===== config.mk =====
export PLATFORM = sky130hd
export DESIGN_NAME = double_ended_priority_queue
export DESIGN_NICKNAME = d
export VERILOG_FILES = /design/src/hdl/dpq_pkg.sv /design/src/hdl/dpq_cell.sv /design/src/hdl/double_ended_priority_queue.sv
export VERILOG_INCLUDE_DIRS = /design/src /design/src/hdl
export SDC_FILE = /design/constraint.sdc
export NUM_CORES = 2
export LEC_CHECK = 0
export ABC_AREA = 1
export BUFFER_PORTS_ARGS = -buffer_cell sky130_fd_sc_hd__buf_2
export CORE_ASPECT_RATIO = 1.25
export CORE_MARGIN = 2
export CORE_UTILIZATION = 60
export CTS_BUF_LIST = sky130_fd_sc_hd__clkbuf_2
export DETAILED_ROUTE_END_ITERATION = 10
export PLACE_DENSITY = 0.74
export SETUP_SLACK_MARGIN = 0.3
export SLEW_MARGIN = 10
export SYNTH_ARGS = -nofsm -noshare
export SYNTH_HDL_FRONTEND = slang
export SYNTH_HIERARCHICAL = 1
export SYNTH_SLANG_ARGS = --single-unit

===== constraint.sdc =====
create_clock -name i_clk -period 21 [get_ports i_clk]
set_input_delay 2.1 -clock i_clk [delete_from_list [all_inputs] [get_ports i_clk]]
set_output_delay 2.1 -clock i_clk [all_outputs]
set_load 0.03 [all_outputs]

===== src/hdl/double_ended_priority_queue_assert.svh =====
// Assertion macros shared by the RTL
`ifndef DOUBLE_ENDED_PRIORITY_QUEUE_ASSERT_SVH
`define DOUBLE_ENDED_PRIORITY_QUEUE_ASSERT_SVH

`ifndef SYNTHESIS

// clocked check, switched off while reset is held
`define DPQ_ASSERT(lbl, clk, rst_n, prop, msg) \
    lbl: assert property (@(posedge clk) disable iff (!rst_n) prop) else $error(msg);

// clocked check that also holds through reset
`define DPQ_ASSERT_ALWAYS(lbl, clk, prop, msg) \
    lbl: assert property (@(posedge clk) prop) else $error(msg);

`else

`define DPQ_ASSERT(lbl, clk, rst_n, prop, msg)
`define DPQ_ASSERT_ALWAYS(lbl, clk, prop, msg)

`endif

`endif


===== src/hdl/dpq_pkg.sv =====
package dpq_pkg;

    // field widths
    localparam int DATA_W      = 32;
    localparam int OP_W        = 3;
    localparam int STATUS_W    = 2;
    localparam int COUNT_OUT_W = 5;
    localparam int IN_DATA_W   = 32;
    localparam int OUT_DATA_W  = 72;

    // default store depth
    localparam int CAPACITY_DEF = 16;

    // operation codes
    typedef enum logic [OP_W-1:0] {
        OP_INSERT     = 3'd0,
        OP_DELETE_VAL = 3'd1,
        OP_DELETE_MIN = 3'd2,
        OP_DELETE_MAX = 3'd3,
        OP_CLEAR      = 3'd4
    } t_op;

    // result status codes
    typedef enum logic [STATUS_W-1:0] {
        ST_OK        = 2'd0,
        ST_EMPTY     = 2'd1,
        ST_NOT_FOUND = 2'd2,
        ST_FULL      = 2'd3
    } t_status;

    // what every cell does on this beat
    typedef enum logic [1:0] {
        CM_HOLD,
        CM_INSERT,
        CM_DELETE_VAL,
        CM_SHIFT_ALL
    } t_cell_mode;

    typedef struct packed {
        t_cell_mode mode;
        logic       found;
    } t_cell_ctrl;

endpackage


===== src/hdl/dpq_cell.sv =====
module dpq_cell #(
    parameter int IDX     = 0,
    parameter int COUNT_W = 5
) (
    input  logic                                i_clk,
    input  dpq_pkg::t_cell_ctrl                 i_ctrl,
    input  logic signed [dpq_pkg::DATA_W-1:0]   i_key,
    input  logic [COUNT_W-1:0]                  i_count,
    input  logic signed [dpq_pkg::DATA_W-1:0]   i_prev_val,
    input  logic                                i_prev_ins,
    input  logic                                i_prev_ge,
    input  logic signed [dpq_pkg::DATA_W-1:0]   i_next_val,
    output logic signed [dpq_pkg::DATA_W-1:0]   o_val,
    output logic                                o_ins,
    output logic                                o_ge,
    output logic                                o_hit,
    output logic signed [dpq_pkg::DATA_W-1:0]   o_tail
);
    import dpq_pkg::*;

    logic signed [DATA_W-1:0] r_val;
    logic signed [DATA_W-1:0] n_val;
    logic                     w_occ;
    logic                     w_last;
    logic                     w_gt;

    // local compares against the broadcast key
    assign w_occ  = COUNT_W'(IDX) < i_count;
    assign w_last = w_occ && !(COUNT_W'(IDX + 1) < i_count);
    assign w_gt   = w_occ && (r_val > i_key);
    assign o_ge   = w_occ && (r_val >= i_key);
    // insertion point lies here or to the left
    assign o_ins  = w_gt || !w_occ;
    // first cell not below the key holds an equal copy
    assign o_hit  = o_ge && !i_prev_ge && (r_val == i_key);
    assign o_tail = w_last ? r_val : '0;
    assign o_val  = r_val;

    // next content: shift right, take key, shift left or hold
    always_comb begin
        n_val = r_val;
        unique case (i_ctrl.mode)
            CM_INSERT: begin
                if (i_prev_ins) begin
                    n_val = i_prev_val;
                end else if (o_ins) begin
                    n_val = i_key;
                end
            end
            CM_DELETE_VAL: begin
                if (i_ctrl.found && o_ge) begin
                    n_val = i_next_val;
                end
            end
            CM_SHIFT_ALL: begin
                n_val = i_next_val;
            end
            default: begin
                n_val = r_val;
            end
        endcase
    end

    // entry store, no reset
    always_ff @(posedge i_clk) begin
        r_val <= n_val;
    end

endmodule


===== src/hdl/double_ended_priority_queue.sv =====
// Channel  Dir  Beat contents (low bit first)
// s_axis   in   tuser: operation[2:0]; tdata: value[31:0]
// m_axis   out  tdata: min_value[31:0], max_value[63:32], count[68:64],
//               status[70:69], zero pad[71]
//
// One beat per clock while s_axis_tready is high: every operation is applied in the cell row on its beat.
// The result sits in an output register; s_axis_tready drops only while that
// result is held and m_axis_tready is low.
// Reset (synchronous, active low) empties the queue; stored words are kept
// but unread until rewritten.
`include "double_ended_priority_queue_assert.svh"

module double_ended_priority_queue #(
    parameter int CAPACITY = dpq_pkg::CAPACITY_DEF
) (
    input  logic                              i_clk,
    input  logic                              i_rst_n,
    input  logic                              s_axis_tvalid,
    output logic                              s_axis_tready,
    input  logic [dpq_pkg::IN_DATA_W-1:0]     s_axis_tdata,   // value
    input  logic [dpq_pkg::OP_W-1:0]          s_axis_tuser,   // operation
    output logic                              m_axis_tvalid,
    input  logic                              m_axis_tready,
    output logic [dpq_pkg::OUT_DATA_W-1:0]    m_axis_tdata    // min, max, count, status, pad
);
    import dpq_pkg::*;

    localparam int COUNT_W = $clog2(CAPACITY + 1);

    logic                     w_s_acc;
    t_op                      w_op;
    logic signed [DATA_W-1:0] w_key;
    t_cell_ctrl               w_ctrl;
    logic                     w_empty;
    logic                     w_full;
    logic                     w_found;
    logic signed [DATA_W-1:0] w_min;
    logic signed [DATA_W-1:0] w_max;

    logic signed [DATA_W-1:0] w_val  [CAPACITY];
    logic signed [DATA_W-1:0] w_tail [CAPACITY];
    logic [CAPACITY-1:0]      w_ins;
    logic [CAPACITY-1:0]      w_ge;
    logic [CAPACITY-1:0]      w_hit;

    logic [COUNT_W-1:0]       r_count;
    logic [COUNT_W-1:0]       n_count;
    t_status                  r_status;
    t_status                  n_status;
    logic                     r_out_valid;
    logic                     n_out_valid;

    // handshake
    assign s_axis_tready = !r_out_valid || m_axis_tready;
    assign w_s_acc       = s_axis_tvalid && s_axis_tready;
    assign w_op          = t_op'(s_axis_tuser);
    assign w_key         = $signed(s_axis_tdata[DATA_W-1:0]);
    assign w_empty       = (r_count == '0);
    assign w_full        = (r_count == COUNT_W'(CAPACITY));
    assign w_found       = |w_hit;

    // cell row
    for (genvar g = 0; g < CAPACITY; g++) begin : g_cell
        dpq_cell #(
            .IDX     (g),
            .COUNT_W (COUNT_W)
        ) u_cell (
            .i_clk      (i_clk),
            .i_ctrl     (w_ctrl),
            .i_key      (w_key),
            .i_count    (r_count),
            .i_prev_val ((g == 0) ? '0 : w_val[(g == 0) ? 0 : g - 1]),
            .i_prev_ins ((g == 0) ? 1'b0 : w_ins[(g == 0) ? 0 : g - 1]),
            .i_prev_ge  ((g == 0) ? 1'b0 : w_ge[(g == 0) ? 0 : g - 1]),
            .i_next_val (w_val[(g == CAPACITY - 1) ? g : g + 1]),
            .o_val      (w_val[g]),
            .o_ins      (w_ins[g]),
            .o_ge       (w_ge[g]),
            .o_hit      (w_hit[g]),
            .o_tail     (w_tail[g])
        );
    end

    // cell commands, count and status for this beat
    always_comb begin
        w_ctrl.mode  = CM_HOLD;
        w_ctrl.found = w_found;
        n_count      = r_count;
        n_status     = ST_OK;
        if (w_s_acc) begin
            unique case (w_op)
                OP_INSERT: begin
                    if (w_full) begin
                        n_status = ST_FULL;
                    end else begin
                        w_ctrl.mode = CM_INSERT;
                        n_count     = r_count + COUNT_W'(1);
                    end
                end
                OP_DELETE_VAL: begin
                    if (w_empty) begin
                        n_status = ST_EMPTY;
                    end else if (!w_found) begin
                        n_status = ST_NOT_FOUND;
                    end else begin
                        w_ctrl.mode = CM_DELETE_VAL;
                        n_count     = r_count - COUNT_W'(1);
                    end
                end
                OP_DELETE_MIN: begin
                    if (w_empty) begin
                        n_status = ST_EMPTY;
                    end else begin
                        w_ctrl.mode = CM_SHIFT_ALL;
                        n_count     = r_count - COUNT_W'(1);
                    end
                end
                OP_DELETE_MAX: begin
                    if (w_empty) begin
                        n_status = ST_EMPTY;
                    end else begin
                        n_count = r_count - COUNT_W'(1);
                    end
                end
                OP_CLEAR: begin
                    if (w_empty) begin
                        n_status = ST_EMPTY;
                    end
                    n_count = '0;
                end
                default: begin
                    n_status = ST_OK;
                end
            endcase
        end
    end

    // output valid
    always_comb begin
        n_out_valid = r_out_valid;
        if (w_s_acc) begin
            n_out_valid = 1'b1;
        end else if (m_axis_tready) begin
            n_out_valid = 1'b0;
        end
    end

    always_ff @(posedge i_clk) begin
        if (!i_rst_n) begin
            r_count     <= '0;
            r_status    <= ST_OK;
            r_out_valid <= 1'b0;
        end else begin
            r_count     <= n_count;
            r_out_valid <= n_out_valid;
            if (w_s_acc) begin
                r_status <= n_status;
            end
        end
    end

    // min from the head cell, max from the cell marked as tail
    always_comb begin
        w_max = '0;
        for (int i = 0; i < CAPACITY; i++) begin
            w_max = w_max | w_tail[i];
        end
    end
    assign w_min = w_empty ? '0 : w_val[0];

    // the store only moves on a beat that also replaces the result, so the
    // live head and tail match the held result
    assign m_axis_tvalid = r_out_valid;
    assign m_axis_tdata  = {1'b0, r_status, COUNT_OUT_W'(r_count), w_max, w_min};

    // checks
    `DPQ_ASSERT(a_count_bound, i_clk, i_rst_n, r_count <= COUNT_W'(CAPACITY), "count beyond capacity")
    `DPQ_ASSERT(a_hit_single, i_clk, i_rst_n, $onehot0(w_hit), "more than one delete point")
    `DPQ_ASSERT(a_clear_empties, i_clk, i_rst_n, (w_s_acc && w_op == OP_CLEAR) |=> (r_count == '0), "clear left entries")
    `DPQ_ASSERT(a_full_refused, i_clk, i_rst_n, (w_s_acc && w_op == OP_INSERT && w_full) |=> (r_count == $past(r_count) && r_status == ST_FULL), "insert into full store taken")
    `DPQ_ASSERT_ALWAYS(a_no_overrun, i_clk, w_s_acc |-> (!r_out_valid || m_axis_tready), "beat taken over pending result")

endmodule

==> results_dict.tcl <==
set metrics [dict create \
    tightest_slew_ns 1.27 \
    drt-pass1-iter-count 8 \
    postSynthAreaPerCell_um2 7.44 \
    grt_pass1_vias 42200 \
    fin_crit_sh_pct 34.5 \
    die_h_um 319 \
    num_vias 43100 \
    start_util_pct 60.6 \
    hold_ws_ns 0.478 \
    setup-violations-final 0 \
    final_nets 7055 \
    clock-skew-final_ns 0.0558 \
    gr-max-usage-layer "met2" \
    tns_ns 0 \
    cts.reportedPaths.clkPinSlew_ns 0.10 \
    ys.warnings.count 6 \
    highest_fanout_seen_on_the_critical_path 24 \
    run_status "finished clean" \
    clock_path_buffers 3 \
    power.density_cell_area_nw_per_um2 60.7 \
    hold_violations_final 0 \
    worst-setup-path-type "flop to output pin" \
    post-route-min-period_ns 7.23 \
    post_drt_wl_per_cell_um 18.1 \
    post-cts-setup-buffer-count 0 \
    cts_hold_repair.buffers 0 \
    first_iter_violations 3764 \
    cts_num_sinks 520 \
    post_drt_via_cell_ratio 5.63 \
    place.detailed.hpwl_um 107000 \
    globalRouteMet2Util_pct 57.3 \
    grt_util_met1_pct 41.7 \
    pin_count_of_the_biggest_net_entering_global_routing 80 \
    layout_stage_area_growth_over_the_synthesis_result_pct 5.82 \
    finalInstanceArea_um2 50500 \
    worst_setup_path_start_kind "flop" \
    place.gp.congestion 0.946 \
    met3_usage_pct 4.64 \
    worstHoldPathType "flop to flop" \
    grtUsageTotal_pct 33.7 \
    worst-endpoint-arrival_ns 5.13 \
    critical_path_required_ns 18.90 \
    global_route.overflow_total 0 \
    pleak_nw 25.7 \
    htreeDepth 4 \
    grt_first_pass_wirelength_um 220000 \
    post_synth_inst_count 6411 \
    design.die.area_um2 81800 \
    relSlewSlack_pct 14.8 \
    cts.root.buffer_cell "sky130_fd_sc_hd__clkbuf_2" \
    post_cts_resize_count 0 \
    final_layout_size_suffix_gt1_share_pct 9.17 \
    worstSetupEndpointType "output pin" \
    grt_setup_unrepaired "no" \
    placeableCoreArea_um2 78700 \
    layout.core_utilization_pct 64.2 \
    wl_um 139000 \
    netlist_area_um2 47700 \
    clock_insertion_delay_worst_skew_ns 1.42 \
    num_rows 115 \
    placed_area_um2 49100 \
    clock_tree_from_tritoncts "done" \
    worst_ir_drop_vdd_mv 0.0542 \
    place.port_buffers 111 \
    io_pins 113 \
    achievable-frequency_ghz 0.138 \
    die_w_um 256 \
    post-route-drc-count 0 \
    remaining_antenna_violation_count_after_routing 0 \
    initial_antenna_violation_count 2 \
    max_cap_viol_count 0 \
    totalPowerFinal_mw 3.07 \
    tritoncts.num_buffers 148 \
    finalMaxSlewViolations 0 \
]
cell type report:
| cell class | count | area, um^2 |
|---|---|---|
| antenna | 1 | 2.50 |
| clock buffer | 229 | 1150 |
| clock inverter | 27 | 210 |
| fill | 7161 | 28200 |
| inverter | 1300 | 4890 |
| multi-input combinational | 4363 | 26400 |
| sequential | 520 | 15500 |
| tap | 1053 | 1320 |
| timing repair buffer | 167 | 976 |
state kept, by name (all words and copies together), names as in the netlist:
signal and count:
r_status 2, g_cell.u_cell/o_val 512, r_count 5, m_axis_tvalid 1
where the power goes:
| group | internal (mW) | switching [mW] | leakage, nW |
|---|---|---|---|
| combinational | 0.331 | 0.652 | 19.9 |
| clock | 0.333 | 0.479 | 1.05 |
| sequential | 1.22 | 0.0500 | 4.74 |
| total | 1.89 | 1.18 | 25.7 |
routing by layer:
layer | wire length (um) | part of all wire, %
met1 | 57000 | 41
met2 | 66000 | 48
met3 | 9090 | 6.6
met4 | 6640 | 4.8
met5 | 0 | 0
placed cells by master, fill, tap and decap left out, drive strengths merged, types with 20 or more instances in the layout:
| master | count |
|---|---|
| a21o | 20 |
| a21oi | 407 |
| buf | 167 |
| clkbuf | 229 |
| conb | 35 |
| edfxtp | 512 |
| ha | 515 |
| inv | 1302 |
| nand2 | 1214 |
| nand3 | 122 |
| nand4 | 90 |
| nor2 | 827 |
| nor3 | 34 |
| nor4 | 138 |
| o211ai | 421 |
| o21a | 445 |
| o21ai | 42 |
metrics by stage:
step | worst slack, ns | instances
after global routing | 13.51 | 7660
after detailed placement | 12.57 | 7403
after floorplan | 12.43 | 6445
final | 13.77 | 7660
after CTS | 13.90 | 7659
after global placement | 12.72 | 7403
path summary, 6_finish.rpt:
kind                                             startpoint                    endpoint  slack (ns)  cells past startpoint
worst min-delay path                            r_status[1]                 r_status[1]        0.48                      2
worst max-delay path                             r_count[4]            m_axis_tdata[33]       13.77                      8
worst min register to register                  r_status[1]                 r_status[1]        0.48                      2
worst max register to register  g_cell[10].u_cell/o_val[15]  g_cell[13].u_cell/o_val[5]       14.59                     20
critical path, cell delays in order, from the launching register on:
cell	delay, ns
sky130_fd_sc_hd__dfxtp_1	0.60
sky130_fd_sc_hd__buf_4	0.43
sky130_fd_sc_hd__inv_1	0.10
sky130_fd_sc_hd__nand2_1	0.36
sky130_fd_sc_hd__buf_4	0.35
sky130_fd_sc_hd__nor2_1	0.07
sky130_fd_sc_hd__nor4_1	1.01
sky130_fd_sc_hd__nand4_1	0.42
sky130_fd_sc_hd__buf_2	0.31
No activity file was read; power rests on OpenSTA's default activity.
